$ cat src/hdl/positional_list_engine_unit_assert.svh
// assertion macros used by the list engine rtl
`ifndef POSITIONAL_LIST_ENGINE_UNIT_ASSERT_SVH
`define POSITIONAL_LIST_ENGINE_UNIT_ASSERT_SVH

// same-cycle implication, checked outside reset
`define PLE_ASSERT_NOW(label, ante, cons) \
   label: assert property (@(posedge clock) disable iff (reset) (ante) |-> (cons)) \
      else $error("list engine check failed");

// next-cycle implication, checked outside reset
`define PLE_ASSERT_NEXT(label, ante, cons) \
   label: assert property (@(posedge clock) disable iff (reset) (ante) |=> (cons)) \
      else $error("list engine check failed");

`endif

$ cat src/hdl/ple_pkg.sv
package ple_pkg;

   localparam int DEPTH_DEF = 16;

   localparam int OPCODE_W = 2;
   localparam int POS_W    = 5;
   localparam int DATA_W   = 32;
   localparam int STATUS_W = 2;
   localparam int COUNT_W  = 5;

   localparam logic [OPCODE_W-1:0] OP_INSERT = 2'd0;
   localparam logic [OPCODE_W-1:0] OP_DELETE = 2'd1;
   localparam logic [OPCODE_W-1:0] OP_READ   = 2'd2;

   localparam logic [STATUS_W-1:0] ST_OK    = 2'd0;
   localparam logic [STATUS_W-1:0] ST_RANGE = 2'd1;
   localparam logic [STATUS_W-1:0] ST_EMPTY = 2'd2;
   localparam logic [STATUS_W-1:0] ST_FULL  = 2'd3;

   typedef struct packed {
      logic ins;
      logic del;
      logic rd;
   } cell_cmd_type;

endpackage

$ cat src/hdl/ple_req_if.sv
interface ple_req_if;
   import ple_pkg::*;

   logic                       valid;
   logic                       ready;
   logic [OPCODE_W-1:0]        opcode;
   logic [POS_W-1:0]           position;
   logic signed [DATA_W-1:0]   item_value;

   modport source (output valid, output opcode, output position, output item_value,
                   input ready);
   modport sink (input valid, input opcode, input position, input item_value,
                 output ready);
endinterface

$ cat src/hdl/ple_rsp_if.sv
interface ple_rsp_if;
   import ple_pkg::*;

   logic                       valid;
   logic                       ready;
   logic signed [DATA_W-1:0]   read_value;
   logic [STATUS_W-1:0]        status;
   logic [COUNT_W-1:0]         count;

   modport source (output valid, output read_value, output status, output count,
                   input ready);
   modport sink (input valid, input read_value, input status, input count,
                 output ready);
endinterface

$ cat src/hdl/ple_cell.sv
module ple_cell #(
   parameter int INDEX = 0,
   parameter int IDX_W = 4
) (
   input  logic                               clock,
   input  ple_pkg::cell_cmd_type              cmd,
   input  logic [IDX_W-1:0]                   pos,
   input  logic signed [ple_pkg::DATA_W-1:0]  item_value,
   input  logic signed [ple_pkg::DATA_W-1:0]  from_left,
   input  logic signed [ple_pkg::DATA_W-1:0]  from_right,
   output logic signed [ple_pkg::DATA_W-1:0]  entry,
   output logic signed [ple_pkg::DATA_W-1:0]  rd_word
);
   import ple_pkg::*;

   localparam logic [IDX_W-1:0] MY_IDX = IDX_W'(INDEX);

   logic signed [DATA_W-1:0] entry_ff;
   logic signed [DATA_W-1:0] entry_in;

   always_comb begin
      entry_in = entry_ff;
      if (cmd.ins) begin
         if (MY_IDX == pos) begin
            entry_in = item_value;
         end else if (MY_IDX > pos) begin
            entry_in = from_left;
         end
      end else if (cmd.del) begin
         // everything from the hole upward slides down one place
         if (MY_IDX >= pos) begin
            entry_in = from_right;
         end
      end
   end

   always_ff @(posedge clock) begin
      entry_ff <= entry_in;
   end

   assign entry   = entry_ff;
   assign rd_word = (cmd.rd && (MY_IDX == pos)) ? entry_ff : '0;

endmodule

$ cat src/hdl/ple_ctrl.sv
module ple_ctrl #(
   parameter int DEPTH = ple_pkg::DEPTH_DEF,
   parameter int IDX_W = $clog2(DEPTH),
   parameter int CNT_W = $clog2(DEPTH + 1)
) (
   input  logic                              clock,
   input  logic                              reset,
   input  logic                              fire,
   input  logic [ple_pkg::OPCODE_W-1:0]      opcode,
   input  logic [ple_pkg::POS_W-1:0]         position,
   output ple_pkg::cell_cmd_type             cmd,
   output logic [IDX_W-1:0]                  pos_idx,
   output logic [ple_pkg::STATUS_W-1:0]      status,
   output logic [CNT_W-1:0]                  count_next,
   output logic [CNT_W-1:0]                  count_cur
);
   import ple_pkg::*;

   localparam int CMP_W = (CNT_W > POS_W) ? CNT_W : POS_W;

   logic [CNT_W-1:0] count_ff;
   logic [CNT_W-1:0] count_in;
   logic [CMP_W-1:0] pos_ext;
   logic [CMP_W-1:0] cnt_ext;

   assign pos_ext = CMP_W'(position);
   assign cnt_ext = CMP_W'(count_ff);
   // only used when in range, so the dropped high bits are zero then
   assign pos_idx = pos_ext[IDX_W-1:0];

   always_comb begin
      cmd      = '0;
      status   = ST_OK;
      count_in = count_ff;
      unique case (opcode)
         OP_INSERT: begin
            if (pos_ext > cnt_ext) begin
               status = ST_RANGE;
            end else if (count_ff == CNT_W'(DEPTH)) begin
               status = ST_FULL;
            end else begin
               cmd.ins  = fire;
               count_in = count_ff + CNT_W'(1);
            end
         end
         OP_DELETE: begin
            if (count_ff == '0) begin
               status = ST_EMPTY;
            end else if (pos_ext >= cnt_ext) begin
               status = ST_RANGE;
            end else begin
               cmd.del  = fire;
               count_in = count_ff - CNT_W'(1);
            end
         end
         OP_READ: begin
            if (count_ff == '0) begin
               status = ST_EMPTY;
            end else if (pos_ext >= cnt_ext) begin
               status = ST_RANGE;
            end else begin
               cmd.rd = fire;
            end
         end
         default: begin
            status = ST_OK;
         end
      endcase
   end

   always_ff @(posedge clock) begin
      if (reset) begin
         count_ff <= '0;
      end else if (fire) begin
         count_ff <= count_in;
      end
   end

   assign count_next = count_in;
   assign count_cur  = count_ff;

endmodule

$ cat src/hdl/positional_list_engine_unit.sv
// channel | dir | ports                                   | word
// req     | in  | valid ready opcode position item_value  | one list operation
// rsp     | out | valid ready read_value status count     | one result per operation
//
// one operation is accepted per cycle; its result shows in the output
// register the cycle after and the chain of cells shifts in the same edge.
// req.ready drops only while a result waits in the output register and
// rsp.ready is low. reset clears the count and the output valid; the
// cells hold no reset and are only read below the count.
module positional_list_engine_unit #(
   parameter int DEPTH = ple_pkg::DEPTH_DEF
) (
   input  logic       clock,
   input  logic       reset,
   ple_req_if.sink    req,
   ple_rsp_if.source  rsp
);
   import ple_pkg::*;

   `include "positional_list_engine_unit_assert.svh"

   localparam int IDX_W = $clog2(DEPTH);
   localparam int CNT_W = $clog2(DEPTH + 1);

   cell_cmd_type             cmd;
   logic [IDX_W-1:0]         pos_idx;
   logic [STATUS_W-1:0]      status;
   logic [CNT_W-1:0]         count_next;
   logic [CNT_W-1:0]         count_cur;
   logic                     fire;

   logic signed [DATA_W-1:0] entry_w [DEPTH];
   logic signed [DATA_W-1:0] rd_w    [DEPTH];
   logic signed [DATA_W-1:0] rd_merge;

   logic                     rsp_valid_ff;
   logic                     rsp_valid_in;
   logic signed [DATA_W-1:0] read_value_ff;
   logic [STATUS_W-1:0]      status_ff;
   logic [COUNT_W-1:0]       rsp_count_ff;

   assign req.ready = !rsp_valid_ff || rsp.ready;
   assign fire      = req.valid && req.ready;

   ple_ctrl #(
      .DEPTH (DEPTH)
   ) u_ctrl (
      .clock      (clock),
      .reset      (reset),
      .fire       (fire),
      .opcode     (req.opcode),
      .position   (req.position),
      .cmd        (cmd),
      .pos_idx    (pos_idx),
      .status     (status),
      .count_next (count_next),
      .count_cur  (count_cur)
   );

   for (genvar g = 0; g < DEPTH; g++) begin : g_cell
      logic signed [DATA_W-1:0] left_w;
      logic signed [DATA_W-1:0] right_w;

      if (g == 0) begin : g_head
         assign left_w = '0;
      end else begin : g_mid_l
         assign left_w = entry_w[g-1];
      end

      if (g == DEPTH - 1) begin : g_tail
         assign right_w = entry_w[g];
      end else begin : g_mid_r
         assign right_w = entry_w[g+1];
      end

      ple_cell #(
         .INDEX (g),
         .IDX_W (IDX_W)
      ) u_cell (
         .clock      (clock),
         .cmd        (cmd),
         .pos        (pos_idx),
         .item_value (req.item_value),
         .from_left  (left_w),
         .from_right (right_w),
         .entry      (entry_w[g]),
         .rd_word    (rd_w[g])
      );
   end

   // at most one cell answers a read, the rest give zero
   always_comb begin
      rd_merge = '0;
      for (int i = 0; i < DEPTH; i++) begin
         rd_merge = rd_merge | rd_w[i];
      end
   end

   always_comb begin
      rsp_valid_in = rsp_valid_ff;
      if (fire) begin
         rsp_valid_in = 1'b1;
      end else if (rsp.ready) begin
         rsp_valid_in = 1'b0;
      end
   end

   always_ff @(posedge clock) begin
      if (reset) begin
         rsp_valid_ff <= 1'b0;
      end else begin
         rsp_valid_ff <= rsp_valid_in;
      end
   end

   always_ff @(posedge clock) begin
      if (fire) begin
         read_value_ff <= rd_merge;
         status_ff     <= status;
         rsp_count_ff  <= COUNT_W'(count_next);
      end
   end

   assign rsp.valid      = rsp_valid_ff;
   assign rsp.read_value = read_value_ff;
   assign rsp.status     = status_ff;
   assign rsp.count      = rsp_count_ff;

   `PLE_ASSERT_NOW(a_count_bound, 1'b1, count_cur <= CNT_W'(DEPTH))
   `PLE_ASSERT_NOW(a_full_at_depth, fire && status == ST_FULL, count_cur == CNT_W'(DEPTH))
   `PLE_ASSERT_NOW(a_fail_no_data, rsp.valid && rsp.status != ST_OK, rsp.read_value == '0)
   `PLE_ASSERT_NEXT(a_fire_gives_rsp, fire, rsp.valid)
   `PLE_ASSERT_NOW(a_one_action, 1'b1, $onehot0({cmd.ins, cmd.del, cmd.rd}))

endmodule
$ cat src/flat_wrapper.sv
// flat-port wrapper written by rule: the top's interface ports become plain ports
module positional_list_engine_unit_flat import ple_pkg::*;
#(
   parameter int DEPTH = ple_pkg::DEPTH_DEF
)
  (clock, reset, req_valid, req_opcode, req_position, req_item_value, req_ready, rsp_valid, rsp_read_value, rsp_status, rsp_count, rsp_ready);
  ple_req_if req_i ();
  ple_rsp_if rsp_i ();
  input  logic clock;
  input  logic reset;
  input wire logic [$bits(req_i.valid)-1:0] req_valid;
  input wire logic [$bits(req_i.opcode)-1:0] req_opcode;
  input wire logic [$bits(req_i.position)-1:0] req_position;
  input wire logic [$bits(req_i.item_value)-1:0] req_item_value;
  output wire logic [$bits(req_i.ready)-1:0] req_ready;
  output wire logic [$bits(rsp_i.valid)-1:0] rsp_valid;
  output wire logic [$bits(rsp_i.read_value)-1:0] rsp_read_value;
  output wire logic [$bits(rsp_i.status)-1:0] rsp_status;
  output wire logic [$bits(rsp_i.count)-1:0] rsp_count;
  input wire logic [$bits(rsp_i.ready)-1:0] rsp_ready;
  assign req_i.valid = req_valid;
  assign req_i.opcode = req_opcode;
  assign req_i.position = req_position;
  assign req_i.item_value = req_item_value;
  assign req_ready = req_i.ready;
  assign rsp_valid = rsp_i.valid;
  assign rsp_read_value = rsp_i.read_value;
  assign rsp_status = rsp_i.status;
  assign rsp_count = rsp_i.count;
  assign rsp_i.ready = rsp_ready;
  positional_list_engine_unit #(.DEPTH(DEPTH)) u_core (.clock(clock), .reset(reset), .req(req_i), .rsp(rsp_i));
endmodule
$ cat config.mk
export PLATFORM = sky130hd
export DESIGN_NAME = positional_list_engine_unit_flat
export DESIGN_NICKNAME = d
export VERILOG_FILES = /design/src/hdl/ple_pkg.sv /design/src/hdl/ple_req_if.sv /design/src/hdl/ple_rsp_if.sv /design/src/hdl/ple_cell.sv /design/src/hdl/ple_ctrl.sv /design/src/hdl/positional_list_engine_unit.sv /design/src/flat_wrapper.sv
export VERILOG_INCLUDE_DIRS = /design/src /design/src/hdl
export SDC_FILE = /design/constraint.sdc
export NUM_CORES = 1
export LEC_CHECK = 0
export BUFFER_PORTS_ARGS = -buffer_cell sky130_fd_sc_hd__buf_4
export CAP_MARGIN = 15
export CORE_MARGIN = 4
export CORE_UTILIZATION = 34
export DETAILED_ROUTE_END_ITERATION = 8
export PLACE_DENSITY_LB_ADDON = 0.15
export SYNTH_ARGS = -nofsm -noshare
export SYNTH_HDL_FRONTEND = slang
export SYNTH_HIERARCHICAL = 1
export SYNTH_SLANG_ARGS = --single-unit
$ cat constraint.sdc
create_clock -name clock -period 10.2 [get_ports clock]
set_clock_uncertainty 0.05 [all_clocks]
set_input_delay 0 -clock clock [delete_from_list [all_inputs] [get_ports clock]]
set_output_delay 0 -clock clock [all_outputs]
set_load 0.02 [all_outputs]
**Word level (Yosys, flattened, before mapping)**

Index checks and enable logic that the tools add are counted.

- $add $sub $neg: 2
- Bitwise logic cells: 15
- $lt $le $gt $ge: 33
- Reduce and logical (&&, ||, !) cells: 57
- Equality and inequality tests: 33
- Multiplexer cells: 112

Operators with widths:

| cell | number |
|---|---|
| two-way mux 32 bit | 93 |
| bitwise OR 32 bit | 15 |
| inequality test 3 bit, second input constant | 15 |
| AND reduction 3 bit | 15 |
| nonzero test 2 bit | 18 |
| equality test 4 bit, first input constant | 8 |
| greater-than comparator 4 bit, first input constant | 8 |
| greater-or-equal comparator 4 bit, first input constant | 7 |
| two-way mux 5 bit | 4 |
| logical AND 1 bit | 17 |
| equality test 3 x 4 -> 1 bit, first input constant | 4 |
| greater-or-equal comparator 3 x 4 -> 1 bit, first input constant | 4 |
| greater-than comparator 3 x 4 -> 1 bit, first input constant | 4 |
| two-way mux 1 bit | 10 |
| case mux 5 bit (2 select lines) | 1 |
| equality test 2 x 4 -> 1 bit, first input constant | 2 |
| greater-or-equal comparator 1 x 4 -> 1 bit, first input constant | 2 |
| greater-or-equal comparator 2 x 4 -> 1 bit, first input constant | 2 |
| greater-than comparator 1 x 4 -> 1 bit, first input constant | 2 |
| greater-than comparator 2 x 4 -> 1 bit, first input constant | 2 |
| two-way mux 2 bit | 3 |
| adder 5 x 1 -> 5 bit, second input constant | 1 |
| equality test 5 bit, second input constant | 1 |
| greater-or-equal comparator 5 bit | 1 |
| 13 further kinds | 13 |

- Output and inout port bits: 41
- Input port bits: 43
- Word-level logic and storage cells: 273
- Register bits: 557

**Depth between registers and ports, before layout**

Gate-level depths: netlist of run 1.

- Depth in word-level cells: 23
- Mapped depth: 12

**Cells and area by module**

Netlist of run 1, hierarchy kept.

By module, submodules not included:

| module | cells each | area each (um2) | seq. area each (um2) | instances |
|---|---|---|---|---|
| ple_cell (u_core.g_cell[11].u_cell ...) | 216 | 1,875.5 | 960.9 | 2 |
| positional_list_engine_unit | 205 | 2,217.1 | 1,191.1 | 1 |
| ple_cell (u_core.g_cell[10].u_cell) | 181 | 1,934.4 | 960.9 | 1 |
| ple_cell (u_core.g_cell[12].u_cell) | 180 | 1,933.1 | 960.9 | 1 |
| ple_cell (u_core.g_cell[14].u_cell) | 178 | 1,933.1 | 960.9 | 1 |
| ple_cell (u_core.g_cell[9].u_cell) | 180 | 1,930.6 | 960.9 | 1 |
| ple_cell (u_core.g_cell[6].u_cell) | 180 | 1,929.4 | 960.9 | 1 |
| ple_cell (u_core.g_cell[5].u_cell) | 180 | 1,928.1 | 960.9 | 1 |
| ple_cell (u_core.g_cell[3].u_cell) | 180 | 1,925.6 | 960.9 | 1 |
| ple_cell (u_core.g_cell[2].u_cell) | 180 | 1,921.8 | 960.9 | 1 |
| ple_cell (u_core.g_cell[1].u_cell) | 180 | 1,919.3 | 960.9 | 1 |
| ple_cell (u_core.g_cell[4].u_cell) | 180 | 1,889.3 | 960.9 | 1 |
| ple_cell (u_core.g_cell[8].u_cell) | 181 | 1,889.3 | 960.9 | 1 |
| ple_cell (u_core.g_cell[0].u_cell) | 179 | 1,881.8 | 960.9 | 1 |
| +3 rows | -- | -- | -- | -- |

**Worst setup path before layout of run 1**

No wires, ideal clock.

- Path kind: reg-to-reg
- Start point: reg u_core.rsp_valid_ff, in the netlist u_core/rsp.valid
- End point: reg u_core.g_cell[2].u_cell.entry_ff[0], enable pin
- Cell stages (with the launch flop): 7
- Setup slack: 1,548 ps
- Required time: 9,555 ps
- Period minus slack after synthesis: 8,652 ps
- Arrival time: 8,006 ps
- Path through: dfxtp_1 -> nand2b_1 -> and2_1 -> inv_1 -> nor3_1 -> nor2_1 -> a2111oi_0

RTL lines:

| what | line | RTL |
|---|---|---|
| start, declared | positional_list_engine_unit.sv:36 | `logic rsp_valid_ff;` |
| start signal, assigned | positional_list_engine_unit.sv:112 | `rsp_valid_ff <= rsp_valid_in;` |
| end signal, assigned | ple_cell.sv:38 | `entry_ff <= entry_in;` |
| end, declared | ple_cell.sv:18 | `logic signed [DATA_W-1:0] entry_ff;` |

==> results of run 1 <==
-- cell type report --
class                   instances  area, um^2
diodes                          2        5.00
flip-flops and latches        557       16700
clock buffers                  87        1920
well taps                    1287        1610
repair buffers                176        1460
inverters                      16        62.6
fillers                      9868       61000
multi-input cells            2516       15300
clock inverters                40         228
-- Yosys cell counts (2+ instances only) --
library cell / instances / area [um^2]
and3_2: 108 / 811
nor4b_4: 4 / 95.1
nand4b_1: 3 / 26.3
buf_12: 24 / 480
o21ai_0: 6 / 30.0
clkbuf_2: 18 / 90.1
nand4_1: 35 / 219
or2_1: 2 / 12.5
a311oi_1: 2 / 17.5
ha_1: 11 / 138
clkbuf_1: 160 / 601
mux2i_1: 385 / 3850
o211ai_1: 3 / 22.5
buf_1: 13 / 48.8
nor4_1: 131 / 820
buf_4: 8 / 60.1
edfxtp_1: 551 / 16500
inv_1: 13 / 48.8
dfxtp_1: 6 / 120
nor3b_1: 2 / 15.0
nand2_1: 260 / 976
buf_6: 25 / 282
a31oi_1: 132 / 826
o21ai_1: 2 / 10.0
and4b_1: 3 / 30.0
nor2b_1: 2 / 12.5
buf_8: 15 / 225
buf_2: 23 / 115
a21oi_1: 395 / 1980
nor3_1: 7 / 35.0
and3_1: 373 / 2330
o22a_1: 2 / 17.5
and2_1: 36 / 225
and4bb_1: 6 / 75.1
o21a_1: 3 / 22.5
nand3_1: 7 / 35.0
inv_2: 2 / 7.51
or2_2: 2 / 12.5
nor2_1: 531 / 1990
-- sequential cells by signal (all words and copies together), names as in the netlist --
signal,flops
u_core/rsp.status,2
u_core/rsp.count,5
u_core/rsp.valid,1
u_core/g_cell.u_cell/entry,512
u_core/rsp.read_value,32
u_core/u_ctrl/count_cur,5
-- kinds of logic after synthesis --
group / Yosys count
adder cells (fa/ha/maj): 11
buffers and inverters: 302
other: 1
AO/OA/AOI/OAI: 565
AND/OR/NAND/NOR: 1523
flip-flops: 557
multiplexers: 385
-- how the worst max path moves through the flow --
stage | from | to
after floorplan | u_core/rsp.valid | u_core/g_cell[2].u_cell/entry[0]
after CTS | u_core/u_ctrl/count_cur[2] | u_core/g_cell[1].u_cell/entry[19]
after detailed placement | u_core/u_ctrl/count_cur[2] | u_core/g_cell[1].u_cell/entry[0]
after global routing | u_core/u_ctrl/count_cur[2] | u_core/g_cell[5].u_cell/entry[19]
after global placement | u_core/u_ctrl/count_cur[2] | u_core/g_cell[1].u_cell/entry[0]
final | u_core/u_ctrl/count_cur[2] | u_core/g_cell[1].u_cell/entry[19]
-- report_power, final --
part	internal [W]	total (W)	switching (W)	leakage [nW]
Combinational	0.000121	0.000388	0.000268	8.40
Sequential	0.00255	0.00257	0.0000237	5.06
Clock	0.00136	0.00242	0.00105	1.07
-- worst max-delay path: stages, from the launching register on --
cell and delay [ns]:
dfxtp_1 0.48, inv_1 0.16, ha_1 0.32, nand4_1 0.22, or2_1 0.38, a21oi_4 0.27
and3_4 0.68, buf_4 0.78, buf_12 0.69, nor2_1 0.15, nor4_2 0.24, buf_4 0.57
-- what timing repair did --
item	4_1_cts	5_1_grt
endpoints found under the hold margin	520	0
setup buffers	0	0
hold buffers	37	0
endpoints found under the setup margin	0	0
-- stage by stage --
step	hold slack, ns	area (um^2)	std cells	utilization (%)
after floorplan	0.0191	33800	3375	-
after global placement	0.199	34700	4515	35.3
after detailed placement	0.207	34700	4515	35.3
after CTS	0.0206	37200	4679	37.9
after global routing	0.0890	37200	4679	37.9
final	0.0716	37300	4681	37.9
-- metal layers --
layer  up-vias  track usage, %  part of all wire, %
met5         -               0                0.030
met4         6            5.47                  2.2
met3       139            2.68                  5.4
met2       783            34.6                   46
met1     13140            30.4                   46
li1      12390               -                    -
==> metrics.txt, run 1 <==
largest net degree at the start of global routing=~330; worst slew pin tran=1.18 ns; layout cells sized above 1=a little under an eighth; R2R Path Start=u_core/u_ctrl/count_cur[2]; Hold WC Path Type=primary input to register; XOR/XNOR Fraction of Synth Area=0%; H-tree depth=3; Netlist Area Pre-Place=around 34,000 um^2; Die Y-Extent=323 um; vias in the first global route=25,170; nets=between 3,000 and 4,000; GR Overflow Total=0; min Tclk post-route=5.48 ns; Final Total Pwr=0.00537 W; Die Wd=approximately 320 um; clock tree sinks=around 560; CTS Buf Count=slightly above 70; worst setup margin=roughly 4.7 ns; antenna-violating nets left=0; io pins=84; Leak=between 10 and 15 nW; FP Rows=~120; Synth Warn #=6; CP endpoint kind=register; # resized after CTS=0; combinational family with the most area after synthesis=simple AND/OR/NAND/NOR gates; Synth cell types=72; clock latency on the worst-skew pair=around 0.63 ns; crit path kind=register to register; complex-gate fraction of the synthesized area=under 10%; # setup viols final=0; Via Count=about 26,000; wire per inst=approximately 24 um; mean area per synthesized cell=around 10 um^2; Seq/Total Area, Yosys=between 40% and 50%; share of synthesized registers carrying an async set or reset=0%; sink of the worst hold path=u_core/u_ctrl/count_cur[4]; CTS tree=done; initial antenna violation count=6; Avg Vias per Cell=between 5 and 6; Clock Root Buffer=clkbuf_16; Buffers on Ports=83; Starting Density=between 30% and 40%; most frequent cells in the layout=edfxtp_1 (551), nor2_1 (529), a21oi_1 (392); largest fanout on the critical path=roughly 240; Reg2Reg Setup Slack=4.72 ns; starting DRC count in detailed routing=approximately 2,800; drt pass-1 iters=5; Hold Path Origin=req_position[4]; number of flops mapped to enable cells by yosys=551; Syn Inst Count=~3,300; Primary FF master, synth=edfxtp_1; slew margin rel.=roughly 22%; CP required=~10 ns; Die ar.=approximately 100,000 um^2; Final period util=between 50% and 60%; Global Route Usage Sum=around a fifth; area of the core=just under 100,000 um^2; crit start category=register; power per cell area=144 nW/um^2; dpl hpwl=a little over 60 mm; multiplexer share of the synthesized area=11.5%; Reg2Reg Depth=11; final hold vios=0; P&R area growth vs syn=10.7%; Setup WS pre-CTS=4.69 ns; critical path data arrival time=between 5 and 6 ns; reg2reg end=u_core/g_cell[1].u_cell/entry[19]; RD Place Congestion=between 0.7 and 0.8; # DRC=0; TNS Setup=0 ns; RSZ-0062 raised after global routing=false; Post-Synth Adder-Cell Area=less than 1%; WL final=about 110 mm; clk buf depth=3; FF+latch count, synth=~560; Max-Cap Viols=0; global-route wire length before repair=168 mm; Max Fclk=183 MHz; commonest non-fill, non-tap cell in the layout=edfxtp_1; worst hold stages=7; status=completed; Clock transition at path regs=about 0.06 ns; Synth Area in Simple Gates=23.4%; Worst VDD drop=about 0.11 mV; Max Slew Vio Count=0
Power figures use the tool's default switching activity.
==> inputs of run 2 (changes only) <==
- clock period: 10.2 -> 5.4 ns (I/O delays scaled with it)
==> metrics.txt, run 2 (synthesis gave the netlist of run 1 again) <==
area of the core=98,300 um^2 (unchanged); placed instance area=35,000 um^2 (was 34,700 um^2); P&R area growth vs syn=11.6% (was 10.7%); GR Overflow Total=0 (unchanged); largest fanout on the critical path=72 (was 242); status=completed (unchanged); Final Total Pwr=0.0103 W (was 0.00537 W); Hold Path Origin=req_position[4] (unchanged); Setup WS pre-CTS=1.23 ns (was 4.69 ns); Buffers on Ports=83 (unchanged); FP Rows=115 (unchanged); # DRC=0 (unchanged); Die Y-Extent=323 um (unchanged); reg2reg end=u_core/g_cell[8].u_cell/entry[26] (was u_core/g_cell[1].u_cell/entry[19]); clk buf depth=3 (unchanged); Avg Vias per Cell=5.63 (was 5.65); final hold vios=0 (unchanged); RSZ-0062 raised after global routing=false (unchanged); slew margin rel.=17.5% (was 21.6%); CP required=5.70 ns (was 10.41 ns); max reg flops=512 (unchanged); largest net degree at the start of global routing=238 (was 331); Reg2Reg Setup Slack=1.19 ns (was 4.72 ns); Worst Setup SP=u_core/u_ctrl/count_cur[2] (unchanged); CTS Buf Count=72 (was 71); R2R Path Start=u_core/u_ctrl/count_cur[2] (unchanged); Max-Cap Viols=0 (unchanged); post-route cell area=37,600 um^2 (was 37,300 um^2); worst slew pin tran=1.24 ns (was 1.18 ns); RD Place Congestion=0.755 (was 0.749); Clock transition at path regs=0.06 ns (about the same); Max Fclk=237 MHz (was 183 MHz); power per cell area=273 nW/um^2 (was 144 nW/um^2); drt pass-1 iters=6 (was 5); Hold WC Path Type=primary input to register (unchanged); max incr delay on CP=0.65 ns (was 0.78 ns); slowest CP cell=buf_4 (unchanged); CP endpoint kind=register (unchanged); WL final=116 mm (was 114 mm); Starting Density=34.2% (unchanged); starting DRC count in detailed routing=2,751 (was 2,779); dpl hpwl=62.5 mm (was 60.9 mm); CTS tree=done (unchanged); Top cell by count, worst path=buf_4 (unchanged); Die ar.=104,000 um^2 (unchanged); wire per inst=24.6 um (was 24.4 um); layout cells sized above 1=12.0% (was 11.9%); Worst VDD drop=0.176 mV (was 0.114 mV); crit start category=register (unchanged); initial antenna violation count=4 (was 6); min Tclk post-route=4.21 ns (was 5.48 ns); nets=3,403 (was 3,392); Leak=14.6 nW (was 14.5 nW); crit path kind=register to register (unchanged); worst hold stages=7 (unchanged); most frequent cells in the layout=edfxtp_1 (551), nor2_1 (529), a21oi_1 (392) (unchanged); H-tree depth=3 (unchanged); Reg2Reg Depth=9 (was 11); # setup viols final=0 (unchanged); TNS Setup=0 ns (unchanged); cells along the critical path=inv_1, ha_1, nand4_1, or2_1, a21oi_4, and3_4, buf_4, buf_4, a21oi_1 (was inv_1, ha_1, nand4_1, or2_1, a21oi_4, and3_4, buf_4, buf_12, nor2_1, nor4_2, buf_4); worst setup margin=1.19 ns (was 4.72 ns); clock tree sinks=557 (unchanged); critical path data arrival time=4.51 ns (was 5.68 ns); end point of the critical path=u_core/g_cell[8].u_cell/entry[26] (was u_core/g_cell[1].u_cell/entry[19]); Max Slew Vio Count=0 (unchanged); Global Route Usage Sum=21.5% (was 21.4%); commonest non-fill, non-tap cell in the layout=edfxtp_1 (unchanged); global-route wire length before repair=168 mm (about the same); io pins=84 (unchanged); clock latency on the worst-skew pair=0.64 ns (was 0.63 ns); # resized after CTS=0 (unchanged); Die Wd=323 um (unchanged); antenna-violating nets left=0 (unchanged); vias in the first global route=24,806 (was 25,170); # Post-CTS Setup Buffers=0 (unchanged); Via Count=26,433 (was 26,458); Final period util=78.0% (was 53.7%); Clock Root Buffer=clkbuf_16 (unchanged)
## run 2: repair_timing
item | CTS | global route
endpoints found under the hold margin | 537 | 0
hold buffers | 37 | 0
setup endpoints to repair | 0 | 0
## run 2: power by group
part	internal [W]	switching, W
sequential	0.00481	0.0000424
combinational	0.000235	0.000513
clock	0.00265	0.00201
total	0.00769	0.00257
## run 2: final cells by class
cell class | instances | area (um^2)
diodes | 4 | 10.0
clock buffers | 87 | 1860
clock inverters | 42 | 340
fillers | 9761 | 60700
inverters | 16 | 62.6
multi-input cells | 2516 | 15300
flip-flops and latches | 557 | 16700
well taps | 1287 | 1610
repair buffers | 186 | 1680
## run 2: worst min-delay path by stage
stage / end / slack (ns)
2_1_floorplan: u_core/rsp.valid / 0.02
5_1_grt: u_core/u_ctrl/count_cur[4] / 0.09
4_1_cts: u_core/u_ctrl/count_cur[4] / 0.02
6_report: u_core/u_ctrl/count_cur[4] / 0.07
3_3_place_gp: u_core/rsp.valid / 0.20
3_5_place_dp: u_core/rsp.valid / 0.21
## run 2: worst max-delay path: cells and delay by family (launching register included)
kind	cells	cell delay, ns
buffers and inverters	3	1.41
DFF	1	0.47
adders and majority gates	1	0.33
AOI/OAI and AO/OA	2	0.45
and+or+nand+nor	3	1.15
## run 2: per-stage QoR
step | util [%] | cells | hold slack (ns)
floorplan | - | 3375 | 0.0191
global placement | 35.6 | 4525 | 0.197
detailed placement | 35.6 | 4525 | 0.213
CTS | 38.2 | 4691 | 0.0235
global route | 38.2 | 4692 | 0.0900
finish | 38.2 | 4695 | 0.0673
## run 2: routing by layer
metal  up-vias  track usage (%)  part of all wire (%)
li1      12428                -                     -
met1     13004             30.6                    46
met2       835             34.2                    46
met3       164             2.96                   5.7
met4         2             6.28                   2.6
met5         -                0                 0.012
